### src/sv/mrdo_pkg.sv
// Package for the message ring with drop-oldest overflow.
// Sizes, types, transaction structs and address helpers; no dependencies.
`default_nettype none

package mrdo_pkg;

	// Ring geometry
	localparam int SLOTS     = 16;
	localparam int MSG_BYTES = 32;
	localparam int SLOT_W    = $clog2(SLOTS);
	localparam int LEN_W     = $clog2(MSG_BYTES);
	localparam int PAY_DEPTH = SLOTS * MSG_BYTES;
	localparam int PAY_AW    = $clog2(PAY_DEPTH);
	localparam int MAX_LEN   = MSG_BYTES - 1;

	// Operation codes of an input transaction
	localparam logic OP_PUSH = 1'b0;
	localparam logic OP_POP  = 1'b1;

	typedef logic [SLOT_W-1:0] slot_t;
	typedef logic [LEN_W-1:0]  len_t;
	typedef logic [PAY_AW-1:0] pay_addr_t;
	typedef logic [7:0]        byte_t;

	// Write requests from the push side into the stores
	typedef struct packed {
		logic      pay_we;
		pay_addr_t pay_addr;
		byte_t     pay_data;
		logic      len_we;
		slot_t     len_addr;
		len_t      len_data;
	} wr_req_t;

	// Read requests from the pop side into the stores
	typedef struct packed {
		logic      len_re;
		slot_t     len_addr;
		logic      pay_re;
		pay_addr_t pay_addr;
	} rd_req_t;

	// Ring status seen by the pop side
	typedef struct packed {
		logic  empty;
		slot_t slot;
		logic  pending;
	} pop_info_t;

	// Pop sequencer states
	typedef enum logic [1:0] {
		ST_IDLE = 2'b01,
		ST_RUN  = 2'b10
	} pop_state_t;

	// Slot index plus one, wrapping at the ring size
	function automatic slot_t next_slot(slot_t s);
		return (s == slot_t'(SLOTS - 1)) ? '0 : s + slot_t'(1);
	endfunction

	// Flat payload address of byte i in slot s
	function automatic pay_addr_t pay_addr(slot_t s, len_t i);
		return pay_addr_t'(s) * pay_addr_t'(MSG_BYTES) + pay_addr_t'(i);
	endfunction

endpackage

`default_nettype wire

### src/sv/mrdo_ptrs.sv
// Ring pointers and push path of the message ring.
// Holds write/read slot and byte count; depends on mrdo_pkg.
`default_nettype none

module mrdo_ptrs (
	input  wire logic                clk,
	input  wire logic                arst_n,
	input  wire logic                push_fire,
	input  wire logic                pop_fire,
	input  wire mrdo_pkg::byte_t     data_byte,
	input  wire logic                byte_present,
	input  wire logic                end_of_message,
	output mrdo_pkg::wr_req_t        wr,
	output mrdo_pkg::pop_info_t      info
);

	mrdo_pkg::slot_t write_slot_q;
	mrdo_pkg::slot_t read_slot_q;
	mrdo_pkg::len_t  bytes_taken_q;
	logic            take_byte;
	mrdo_pkg::len_t  len_after;
	mrdo_pkg::slot_t ws_next;

	// Byte is stored only while the slot has room; extra bytes are dropped
	assign take_byte = byte_present && (bytes_taken_q != mrdo_pkg::len_t'(mrdo_pkg::MAX_LEN));
	assign len_after = take_byte ? bytes_taken_q + mrdo_pkg::len_t'(1) : bytes_taken_q;
	assign ws_next   = mrdo_pkg::next_slot(write_slot_q);

	// Store writes for a push transaction
	always_comb begin
		wr.pay_we   = push_fire && take_byte;
		wr.pay_addr = mrdo_pkg::pay_addr(write_slot_q, bytes_taken_q);
		wr.pay_data = data_byte;
		wr.len_we   = push_fire && end_of_message;
		wr.len_addr = write_slot_q;
		wr.len_data = len_after;
	end

	// Status for the pop side
	always_comb begin
		info.empty   = (write_slot_q == read_slot_q);
		info.slot    = read_slot_q;
		info.pending = (mrdo_pkg::next_slot(read_slot_q) != write_slot_q);
	end

	// Pointer update: commit advances write, overrun or pop advances read
	always_ff @(posedge clk or negedge arst_n) begin
		if (!arst_n) begin
			write_slot_q  <= '0;
			read_slot_q   <= '0;
			bytes_taken_q <= '0;
		end else if (push_fire) begin
			if (end_of_message) begin
				bytes_taken_q <= '0;
				write_slot_q  <= ws_next;
				if (ws_next == read_slot_q) begin
					read_slot_q <= mrdo_pkg::next_slot(read_slot_q);
				end
			end else begin
				bytes_taken_q <= len_after;
			end
		end else if (pop_fire && !info.empty) begin
			read_slot_q <= mrdo_pkg::next_slot(read_slot_q);
		end
	end

endmodule

`default_nettype wire

### config.mk
export PLATFORM = sky130hd
export DESIGN_NAME = mrdo_ptrs
export DESIGN_NICKNAME = d
export VERILOG_FILES = /design/src/sv/mrdo_pkg.sv /design/src/sv/mrdo_ptrs.sv
export SDC_FILE = /design/constraint.sdc
export NUM_CORES = 1
export LEC_CHECK = 0
export BUFFER_PORTS_ARGS = -buffer_cell sky130_fd_sc_hd__buf_2
export CORE_ASPECT_RATIO = 1.1
export CORE_MARGIN = 5
export CORE_UTILIZATION = 28
export DETAILED_ROUTE_END_ITERATION = 16
export GPL_TIMING_DRIVEN = 0
export PLACE_DENSITY = 0.62
export SKIP_LAST_GASP = 1
export SLEW_MARGIN = 20
export SYNTH_ARGS = -nofsm -noshare
export SYNTH_HDL_FRONTEND = slang
export SYNTH_SLANG_ARGS = --single-unit
### constraint.sdc
create_clock -name clk -period 2.55 [get_ports clk]
set_input_delay 0.51 -clock clk [delete_from_list [all_inputs] [get_ports clk]]
set_output_delay 0.51 -clock clk [all_outputs]
set_load 0.02 [all_outputs]
==> impl_metrics.tcl <==
set metrics [dict create \
    ir_drop_mv 0.517 \
    drv_slew 0 \
    remaining_drc_errors 0 \
    regArea_um2 327 \
    track_usage_pct 9.99 \
    worst-path-buf-inv 3 \
    slew_headroom_pct 79.7 \
    synth.most_common_cell "buf_4" \
    die_height_um 74.2 \
    cts_buffers 3 \
    grt_pass1_vias 822 \
    synthArstFlopShare_pct 100 \
    cp_slowest_cell "dfrtp_2" \
    core_area_mm2 0.00363 \
    grt_max_degree 14 \
    multi_input_area_um2 573 \
    path_clk_slew_ns 0.06 \
    yosysTopAreaCell "dfrtp_1" \
    yosys_warnings 0 \
    htreeDepth 1 \
    synth_top_area_share_pct 31.0 \
    synth_edf_count 0 \
    ys_ff_latch 13 \
    fp.dieW_um 68.3 \
    critPathCaptureType "primary output" \
    start_kind "flop" \
    status "finished, final reports clean" \
    cts_buffer_depth 2 \
    path_delay_family "buffers and inverters" \
    die-area_mm2 0.00507 \
    io_pins 48 \
    place.gp.congestion 0.831 \
    num_rows 23 \
    nets 177 \
    drive_gt1_share_pct 46.2 \
    insertion_delay_ns 0.24 \
    antenna_found_initial 0 \
    finalCritPeriodShare_pct 95.6 \
    synth.area.top_cells "dfrtp_1 (31%), buf_4 (10%), xnor2_1 (8.4%), mux2_1 (5.4%), ha_1 (4.8%)" \
    crit_type "reg -> out" \
    wl_per_cell_um 11.5 \
    total_power_mw 1.63 \
    areaGrowthSynthToFinish_pct 33.4 \
    synthFlopType "dfrtp_1" \
    clock_sinks 13 \
    crit_required_ns 2.04 \
    ant_nets 0 \
    yosysSeqAreaShare_pct 31.0 \
    wl_um 2390 \
    io_buffers 39 \
    worst_slack_ns 0.112 \
    skew_ns 0.00559 \
    crit_path_cell_trace "ha_1 > and3_1 > ha_1 > nor2b_1 > clkbuf_4 > buf_4 > nand2_1 > o21ai_1 > buf_4" \
    grt_pass1_wl_um 3930 \
    antenna_cells 0 \
    final.fill_count 387 \
    p_leak_nw 0.697 \
    cp_max_fo 5 \
    initial_utilization_pct 28.9 \
    arrival_ns 1.93 \
    hold_buffers 0 \
    first_pass_iters 4 \
    root_buffer "clkbuf_8" \
    netlist_area_mm2 0.00105 \
    vias 914 \
    synth_fp_nets 129 \
    cpPeakStageDelay_ns 0.40 \
    fin_crit_ns 2.44 \
    hpwl_um 1910 \
    fmax_mhz 410 \
    syn_inst 111 \
    globalRouteOverflowTotal 0 \
    worst_slew_pin_slew_ns 0.302 \
    detailedRoute.firstIterationViolations 89 \
    synth_cell_types 35 \
    cap_viol_max_count 0 \
    hold_path.class "in -> async" \
    avgSynthCellArea_um2 9.45 \
    dp_slack_ns 0.0270 \
    finalHoldViolCount 0 \
    vias_per_cell 4.39 \
    ys_top_cells_by_count "buf_4 (14), dfrtp_1 (13), xnor2_1 (10)" \
    power_density_mw_per_mm2 1170 \
    tritoncts "built" \
    setup_viol 0 \
]
## metal layers
layer | part of all wire, % | GRT usage (%) | up-vias
li1 | - | - | 463
met1 | 46 | 14.5 | 415
met2 | 45 | 14.8 | 36
met3 | 9.0 | 3.63 | 0
met4 | 0 | 0.662 | 0
met5 | 0 | 0 | -
## area by class of cell
cell class | count | area share, %
Multi-Input combinational cell | 73 | 41.0
Sequential cell | 13 | 23.3
Timing Repair Buffer | 43 | 16.5
Buffer | 19 | 9.93
Tap cell | 50 | 4.47
Clock buffer | 4 | 3.22
Inverter | 6 | 1.61
## cells in the final DEF, fill, tap and decap left out, drive strengths merged, types with 2 or more instances in the layout
| master | Yosys | final |
|---|---|---|
| dfrtp | 13 | 13 |
| and3 | 2 | 2 |
| ha | 4 | 4 |
| and2 | 2 | 2 |
| inv | 6 | 6 |
| nand4 | 3 | 3 |
| xnor2 | 10 | 10 |
| o21ai | 12 | 12 |
| a21oi | 2 | 2 |
| a31oi | 2 | 2 |
| xor2 | 5 | 5 |
| nand3 | 2 | 2 |
| nand2 | 6 | 6 |
| clkbuf | 2 | 6 |
| buf | 17 | 60 |
| nand2b | 5 | 5 |
| mux2 | 5 | 5 |
| nor2 | 2 | 2 |
## timing repair
action                                 CTS  global route
setup buffers                            3             1
gates cloned                             0             0
pin swaps                                1             2
setup endpoints to repair                5             2
endpoints found under the hold margin    0             0
gates resized for setup                  4             2
## worst paths after layout
path / cells past startpoint / end / slack, ns / startpoint
max: 9 / wr[1] / 0.11 / bytes_taken_q[0]
max in group asynchronous: 1 / bytes_taken_q[0] / 2.14 / arst_n
min reg2reg: 2 / bytes_taken_q[4] / 0.59 / bytes_taken_q[4]
min: 1 / write_slot_q[2] / 0.15 / arst_n
min in group clk: 2 / bytes_taken_q[3] / 0.58 / push_fire
max reg2reg: 6 / read_slot_q[1] / 0.48 / write_slot_q[1]
## through the flow
step	hold slack, ns	instance area, µm²	setup TNS [ns]	cells	utilization [%]
detailed placement	0.423	1310	0	200	36.0
global route	0.173	1400	-0.00318	208	38.6
global placement	0.422	1310	0	200	36.0
floorplan	0.214	1050	0	111	-
finish	0.148	1400	0	208	38.6
CTS	0.159	1380	0	207	38.1
## power by group
group          total (mW)  switching, mW  internal, mW
registers           0.361         0.0864         0.274
logic                1.08          0.586         0.497
clock network       0.188         0.0773         0.110
## cells by family after synthesis
| kind of cell | count (synthesis) | share of synthesized area [%] |
|---|---|---|
| flip-flops | 13 | 31.0 |
| AO/OA/AOI/OAI | 20 | 11.9 |
| adder cells (fa/ha/maj) | 4 | 4.77 |
| multiplexers | 5 | 5.37 |
| buffers and inverters | 25 | 15.0 |
| XOR/XNOR | 16 | 15.4 |
| AND/OR/NAND/NOR | 28 | 16.5 |
## registers in the layout, indices dropped and copies added, names as in the netlist
register	cells
read_slot_q	4
bytes_taken_q	5
write_slot_q	4
Note: power is estimated with default switching activity, not from simulation.
