`src/sv/mrdo_pkg.sv`:
```
// Package for the message ring with drop-oldest overflow.
// Sizes, types, transaction structs and address helpers; no dependencies.
`default_nettype none

package mrdo_pkg;

	// Ring geometry
	localparam int SLOTS     = 16;
	localparam int MSG_BYTES = 32;
	localparam int SLOT_W    = $clog2(SLOTS);
	localparam int LEN_W     = $clog2(MSG_BYTES);
	localparam int PAY_DEPTH = SLOTS * MSG_BYTES;
	localparam int PAY_AW    = $clog2(PAY_DEPTH);
	localparam int MAX_LEN   = MSG_BYTES - 1;

	// Operation codes of an input transaction
	localparam logic OP_PUSH = 1'b0;
	localparam logic OP_POP  = 1'b1;

	typedef logic [SLOT_W-1:0] slot_t;
	typedef logic [LEN_W-1:0]  len_t;
	typedef logic [PAY_AW-1:0] pay_addr_t;
	typedef logic [7:0]        byte_t;

	// Write requests from the push side into the stores
	typedef struct packed {
		logic      pay_we;
		pay_addr_t pay_addr;
		byte_t     pay_data;
		logic      len_we;
		slot_t     len_addr;
		len_t      len_data;
	} wr_req_t;

	// Read requests from the pop side into the stores
	typedef struct packed {
		logic      len_re;
		slot_t     len_addr;
		logic      pay_re;
		pay_addr_t pay_addr;
	} rd_req_t;

	// Ring status seen by the pop side
	typedef struct packed {
		logic  empty;
		slot_t slot;
		logic  pending;
	} pop_info_t;

	// Pop sequencer states
	typedef enum logic [1:0] {
		ST_IDLE = 2'b01,
		ST_RUN  = 2'b10
	} pop_state_t;

	// Slot index plus one, wrapping at the ring size
	function automatic slot_t next_slot(slot_t s);
		return (s == slot_t'(SLOTS - 1)) ? '0 : s + slot_t'(1);
	endfunction

	// Flat payload address of byte i in slot s
	function automatic pay_addr_t pay_addr(slot_t s, len_t i);
		return pay_addr_t'(s) * pay_addr_t'(MSG_BYTES) + pay_addr_t'(i);
	endfunction

endpackage

`default_nettype wire

```
`src/sv/mrdo_pop.sv`:
```
// Pop sequencer of the message ring: reads a slot and streams its bytes.
// Drives store reads and the result registers; depends on mrdo_pkg.
`default_nettype none

module mrdo_pop (
	input  wire logic                clk,
	input  wire logic                arst_n,
	input  wire logic                pop_fire,
	input  wire mrdo_pkg::pop_info_t info,
	input  wire mrdo_pkg::len_t      len_rd,
	input  wire mrdo_pkg::byte_t     pay_rd,
	output mrdo_pkg::rd_req_t        rd,
	output logic                     busy,
	output logic                     strobe,
	output mrdo_pkg::byte_t          out_byte,
	output logic                     out_last,
	output mrdo_pkg::len_t           msg_length,
	output logic                     was_empty,
	output logic                     still_pending
);

	mrdo_pkg::pop_state_t state_q;
	mrdo_pkg::slot_t      slot_q;
	mrdo_pkg::len_t       idx_q;
	logic                 pending_q;
	logic                 strobe_q;
	mrdo_pkg::byte_t      byte_q;
	logic                 last_q;
	mrdo_pkg::len_t       length_q;
	logic                 empty_q;
	logic                 still_q;
	logic                 run_last;
	logic                 start_read;

	assign busy       = (state_q == mrdo_pkg::ST_RUN);
	assign start_read = pop_fire && !info.empty;
	assign run_last   = (len_rd == '0) || (idx_q == len_rd - mrdo_pkg::len_t'(1));

	// Store reads: length and first byte on accept, then the next byte each cycle
	always_comb begin
		rd.len_re   = 1'b0;
		rd.len_addr = info.slot;
		rd.pay_re   = 1'b0;
		rd.pay_addr = mrdo_pkg::pay_addr(info.slot, '0);
		unique case (state_q)
			mrdo_pkg::ST_IDLE: begin
				rd.len_re = start_read;
				rd.pay_re = start_read;
			end
			mrdo_pkg::ST_RUN: begin
				rd.pay_re   = 1'b1;
				rd.pay_addr = mrdo_pkg::pay_addr(slot_q, idx_q + mrdo_pkg::len_t'(1));
			end
			default: begin
				rd.len_re = 1'b0;
				rd.pay_re = 1'b0;
			end
		endcase
	end

	// Sequencer control and result strobe
	always_ff @(posedge clk or negedge arst_n) begin
		if (!arst_n) begin
			state_q  <= mrdo_pkg::ST_IDLE;
			strobe_q <= 1'b0;
		end else begin
			strobe_q <= 1'b0;
			unique case (state_q)
				mrdo_pkg::ST_IDLE: begin
					if (pop_fire) begin
						strobe_q <= info.empty;
						if (!info.empty) begin
							state_q <= mrdo_pkg::ST_RUN;
						end
					end
				end
				mrdo_pkg::ST_RUN: begin
					strobe_q <= 1'b1;
					if (run_last) begin
						state_q <= mrdo_pkg::ST_IDLE;
					end
				end
				default: begin
					state_q <= mrdo_pkg::ST_IDLE;
				end
			endcase
		end
	end

	// Result payload and stream position
	always_ff @(posedge clk) begin
		if (state_q == mrdo_pkg::ST_RUN) begin
			byte_q   <= (len_rd == '0) ? '0 : pay_rd;
			last_q   <= run_last;
			length_q <= len_rd;
			empty_q  <= 1'b0;
			still_q  <= pending_q;
			idx_q    <= idx_q + mrdo_pkg::len_t'(1);
		end else if (pop_fire) begin
			slot_q    <= info.slot;
			idx_q     <= '0;
			pending_q <= info.pending;
			// empty ring: single marked transaction
			byte_q    <= '0;
			last_q    <= 1'b1;
			length_q  <= '0;
			empty_q   <= 1'b1;
			still_q   <= 1'b0;
		end
	end

	assign strobe        = strobe_q;
	assign out_byte      = byte_q;
	assign out_last      = last_q;
	assign msg_length    = length_q;
	assign was_empty     = empty_q;
	assign still_pending = still_q;

endmodule

`default_nettype wire

```
`config.mk`:
```
export PLATFORM = sky130hd
export DESIGN_NAME = mrdo_pop
export DESIGN_NICKNAME = d
export VERILOG_FILES = /design/src/sv/mrdo_pkg.sv /design/src/sv/mrdo_pop.sv
export SDC_FILE = /design/constraint.sdc
export NUM_CORES = 1
export LEC_CHECK = 0
export BUFFER_PORTS_ARGS = -buffer_cell sky130_fd_sc_hd__buf_2
export CAP_MARGIN = 20
export CORE_MARGIN = 5
export CORE_UTILIZATION = 43
export CTS_BUF_LIST = sky130_fd_sc_hd__clkbuf_4 sky130_fd_sc_hd__clkbuf_8 sky130_fd_sc_hd__clkbuf_16
export DETAILED_ROUTE_END_ITERATION = 10
export PLACE_DENSITY = 0.78
export SLEW_MARGIN = 20
export SYNTH_ARGS = -nofsm -noshare
export SYNTH_HDL_FRONTEND = slang
export SYNTH_SLANG_ARGS = --single-unit
```
`constraint.sdc`:
```
create_clock -name clk -period 1.9 [get_ports clk]
set_clock_uncertainty 0.2 [all_clocks]
set_input_delay 0.285 -clock clk [delete_from_list [all_inputs] [get_ports clk]]
set_output_delay 0.285 -clock clk [all_outputs]
set_load 0.05 [all_outputs]
```
==> impl_metrics.env <==
export IMPL_tightest_slew_ns=0.277
export IMPL_grt_pass1_wl_microns=5520
export IMPL_dp_hpwl_microns=2360
export IMPL_start_util=0.438
export IMPL_seq_area_sq_um=847
export IMPL_rr_startpoint="state_q[0]"
export IMPL_final_layout_size_suffix_gt1_frac=0.532
export IMPL_synthDistinctLibCells=33
export IMPL_synth_top_area_share=0.518
export IMPL_setup_worst_path_end="rd[2]"
export IMPL_ys_ff_latch=29
export IMPL_period_share=1.12
export IMPL_drtAntennaViolNets=0
export IMPL_routed_via_count=1187
export IMPL_cts_made_buffers=5
export IMPL_critPathKind="reg -> out"
export IMPL_final_cell_mix="buf_2, edfxtp_1, buf_4"
export IMPL_cts_sinks=29
export IMPL_synthArstFlopShare=0.103
export IMPL_required_ns=1.41
export IMPL_status="finished, violations left"
export IMPL_cts_tree="yes"
export IMPL_fp_dieH_microns=68.1
export IMPL_dieArea_sq_mm=0.00463
export IMPL_rows=21
export IMPL_worstSkewPairLatency_ns=0.32
export IMPL_total_power_mw=2.67
export IMPL_layout_commonest_cell="buf_2"
export IMPL_peakVddDrop_uv=708
export IMPL_syn_cell_area_sq_mm=0.00145
export IMPL_worstPathArrival_ns=1.65
export IMPL_routabilityCongestion=0.774
export IMPL_drv_slew=0
export IMPL_r2r_setup_slack_ns=-0.12
export IMPL_rsz0062_at_grt="yes"
export IMPL_grt_pass1_vias=1192
export IMPL_p_leak_nw=0.985
export IMPL_dr_pass1_iters=4
export IMPL_ys_warn_count=0
export IMPL_diodes=0
export IMPL_start_kind="register"
export IMPL_rr_worst_depth=7
export IMPL_slew_headroom=0.816
export IMPL_finalCriticalPeriod_ns=2.13
export IMPL_clk_pin_slew_ns=0.09
export IMPL_hold_viol=0
export IMPL_port_buffers=54
export IMPL_powerDensity_mw_per_mm2=1220
export IMPL_fin_ws_ns=-0.230
export IMPL_cap_violations=0
export IMPL_synth_top_cell_by_area="edfxtp_1"
export IMPL_synth_edf_count=25
export IMPL_multi_input_area_sq_um=593
export IMPL_area_growth_pct=51.2
export IMPL_syn_instance_count=119
export IMPL_fin_nets=228
export IMPL_crit_path_end_kind="primary output"
export IMPL_fill_cells=244
export IMPL_first_iter_violations=54
export IMPL_drc=0
export IMPL_cts_root_buffer="clkbuf_4"
export IMPL_ys_seq_area_frac=0.584
export IMPL_h_tree_depth=2
export IMPL_drt_wl_total_microns=3770
export IMPL_final_setup_viol_count=32
export IMPL_vias_per_cell=4.77
export IMPL_r2r_end="out_byte[6]"
export IMPL_crit_start="state_q[0]"
export IMPL_fin_setup_tns_ns=-3.82
export IMPL_grt_antenna_before_repair=0
export IMPL_crit_fanout=7
export IMPL_hp_class="in -> reg"
export IMPL_cts_buffer_depth=2
export IMPL_final_area_sq_mm=0.00219
export IMPL_violations="setup timing"
export IMPL_grt_overflow=0
export IMPL_syn_num_nets=145
export IMPL_fmax_ghz=0.469
export IMPL_core_area_sq_mm=0.00331
export IMPL_grtUsageTotal=0.169
export IMPL_grt_max_degree=14
export IMPL_wire_per_inst_microns=15.1
export IMPL_synthFlopType="edfxtp_1"
export IMPL_placed_cell_area_sq_mm=0.00184
export IMPL_ios=55
export IMPL_avgSynthCellArea_sq_um=12.2
export IMPL_die_w_microns=68.1
export IMPL_synth_area_top_cells="edfxtp_1, and2_1, dfrtp_1, ha_1, mux2_2"
==> where the power goes <==
group          leakage, nW  internal (mW)  total (mW)  switching [mW]
sequential           0.299          0.843       0.905          0.0623
clock               0.0300          0.133       0.338           0.205
combinational        0.656          0.585        1.43           0.846
total                0.985           1.56        2.67            1.11
==> metal layers <==
metal / vias up / share of wire / global-route usage
met3: 10 / 0.070 / 0.0509
met4: 0 / 0.026 / 0.0918
met1: 561 / 0.40 / 0.203
li1: 572 / - / -
met2: 44 / 0.50 / 0.270
met5: - / 0 / 0
==> registers in the layout, summed over array words and instances, names as in the netlist <==
register and count:
msg_length 5, state_q 2, still_pending 1, pending_q 1, was_empty 1, slot_q 4
out_byte 8, out_last 1, idx_q 5, strobe 1
==> cell families (layout without fill, tap and decap cells) <==
family	Yosys count	count (layout)	synth area share
AO/OA/AOI/OAI	15	15	0.0820
XOR/XNOR	7	7	0.0423
adder cells (fa/ha/maj)	4	4	0.0345
buffers and inverters	19	101	0.0673
flip-flops	29	29	0.584
multiplexers	4	4	0.0311
AND/OR/NAND/NOR	41	43	0.159
==> metrics by stage <==
step                      instances  setup slack [ns]  hold WS, ns  utilization
final                           249            -0.230       0.0431        0.662
after global routing            249            -0.256       0.0278        0.662
after CTS                       244            -0.214       0.0359        0.647
after detailed placement        219           0.00511       -0.115        0.554
after global placement          219            0.0408       -0.118        0.554
after floorplan                 119            -0.172       -0.211            -
==> Yosys cell counts, drive strengths merged, types with 2 or more instances <==
| library cell | n |
|---|---|
| edfxtp | 25 |
| xnor2 | 5 |
| xor2 | 2 |
| and2 | 22 |
| nor3 | 2 |
| o211ai | 2 |
| mux2 | 4 |
| nor2 | 9 |
| nor2b | 3 |
| o21a | 2 |
| o21ai | 3 |
| buf | 7 |
| clkbuf | 2 |
| dfrtp | 2 |
| inv | 10 |
| nand3 | 2 |
| ha | 4 |
| o31a | 2 |
==> how the worst min path moves through the flow <==
stage / cells past startpoint / to / slack [ns] / from
CTS: 2 / out_byte[1] / 0.04 / pay_rd[1]
finish: 2 / out_byte[3] / 0.04 / pay_rd[3]
floorplan: 0 / state_q[1] / -0.21 / arst_n
global route: 2 / out_byte[1] / 0.03 / pay_rd[1]
detailed placement: 1 / strobe / -0.12 / arst_n
global placement: 1 / strobe / -0.12 / arst_n
==> worst max-delay path: stages, from the launching register on <==
cell and delay (ns):
dfstp_2 0.57, inv_1 0.08, ha_4 0.20, buf_8 0.14, and2_2 0.18, buf_8 0.15
==> final cells by class <==
type,instances,share of cell area
clock inverters,3,0.00571
repair buffers,83,0.276
inverters,10,0.0183
flip-flops and latches,29,0.386
clock buffers,5,0.0171
multi-input cells,73,0.271
well taps,46,0.0263
==> timing repair <==
item / in CTS / in global routing
endpoints found under the hold margin: 8 / 0
hold buffers: 6 / 0
resized for setup: 38 / 3
cloned: 2 / 0
setup buffers: 9 / 5
pin swaps: 4 / 2
setup endpoints to repair: 32 / 28
No activity file was read; power rests on OpenSTA's default activity.
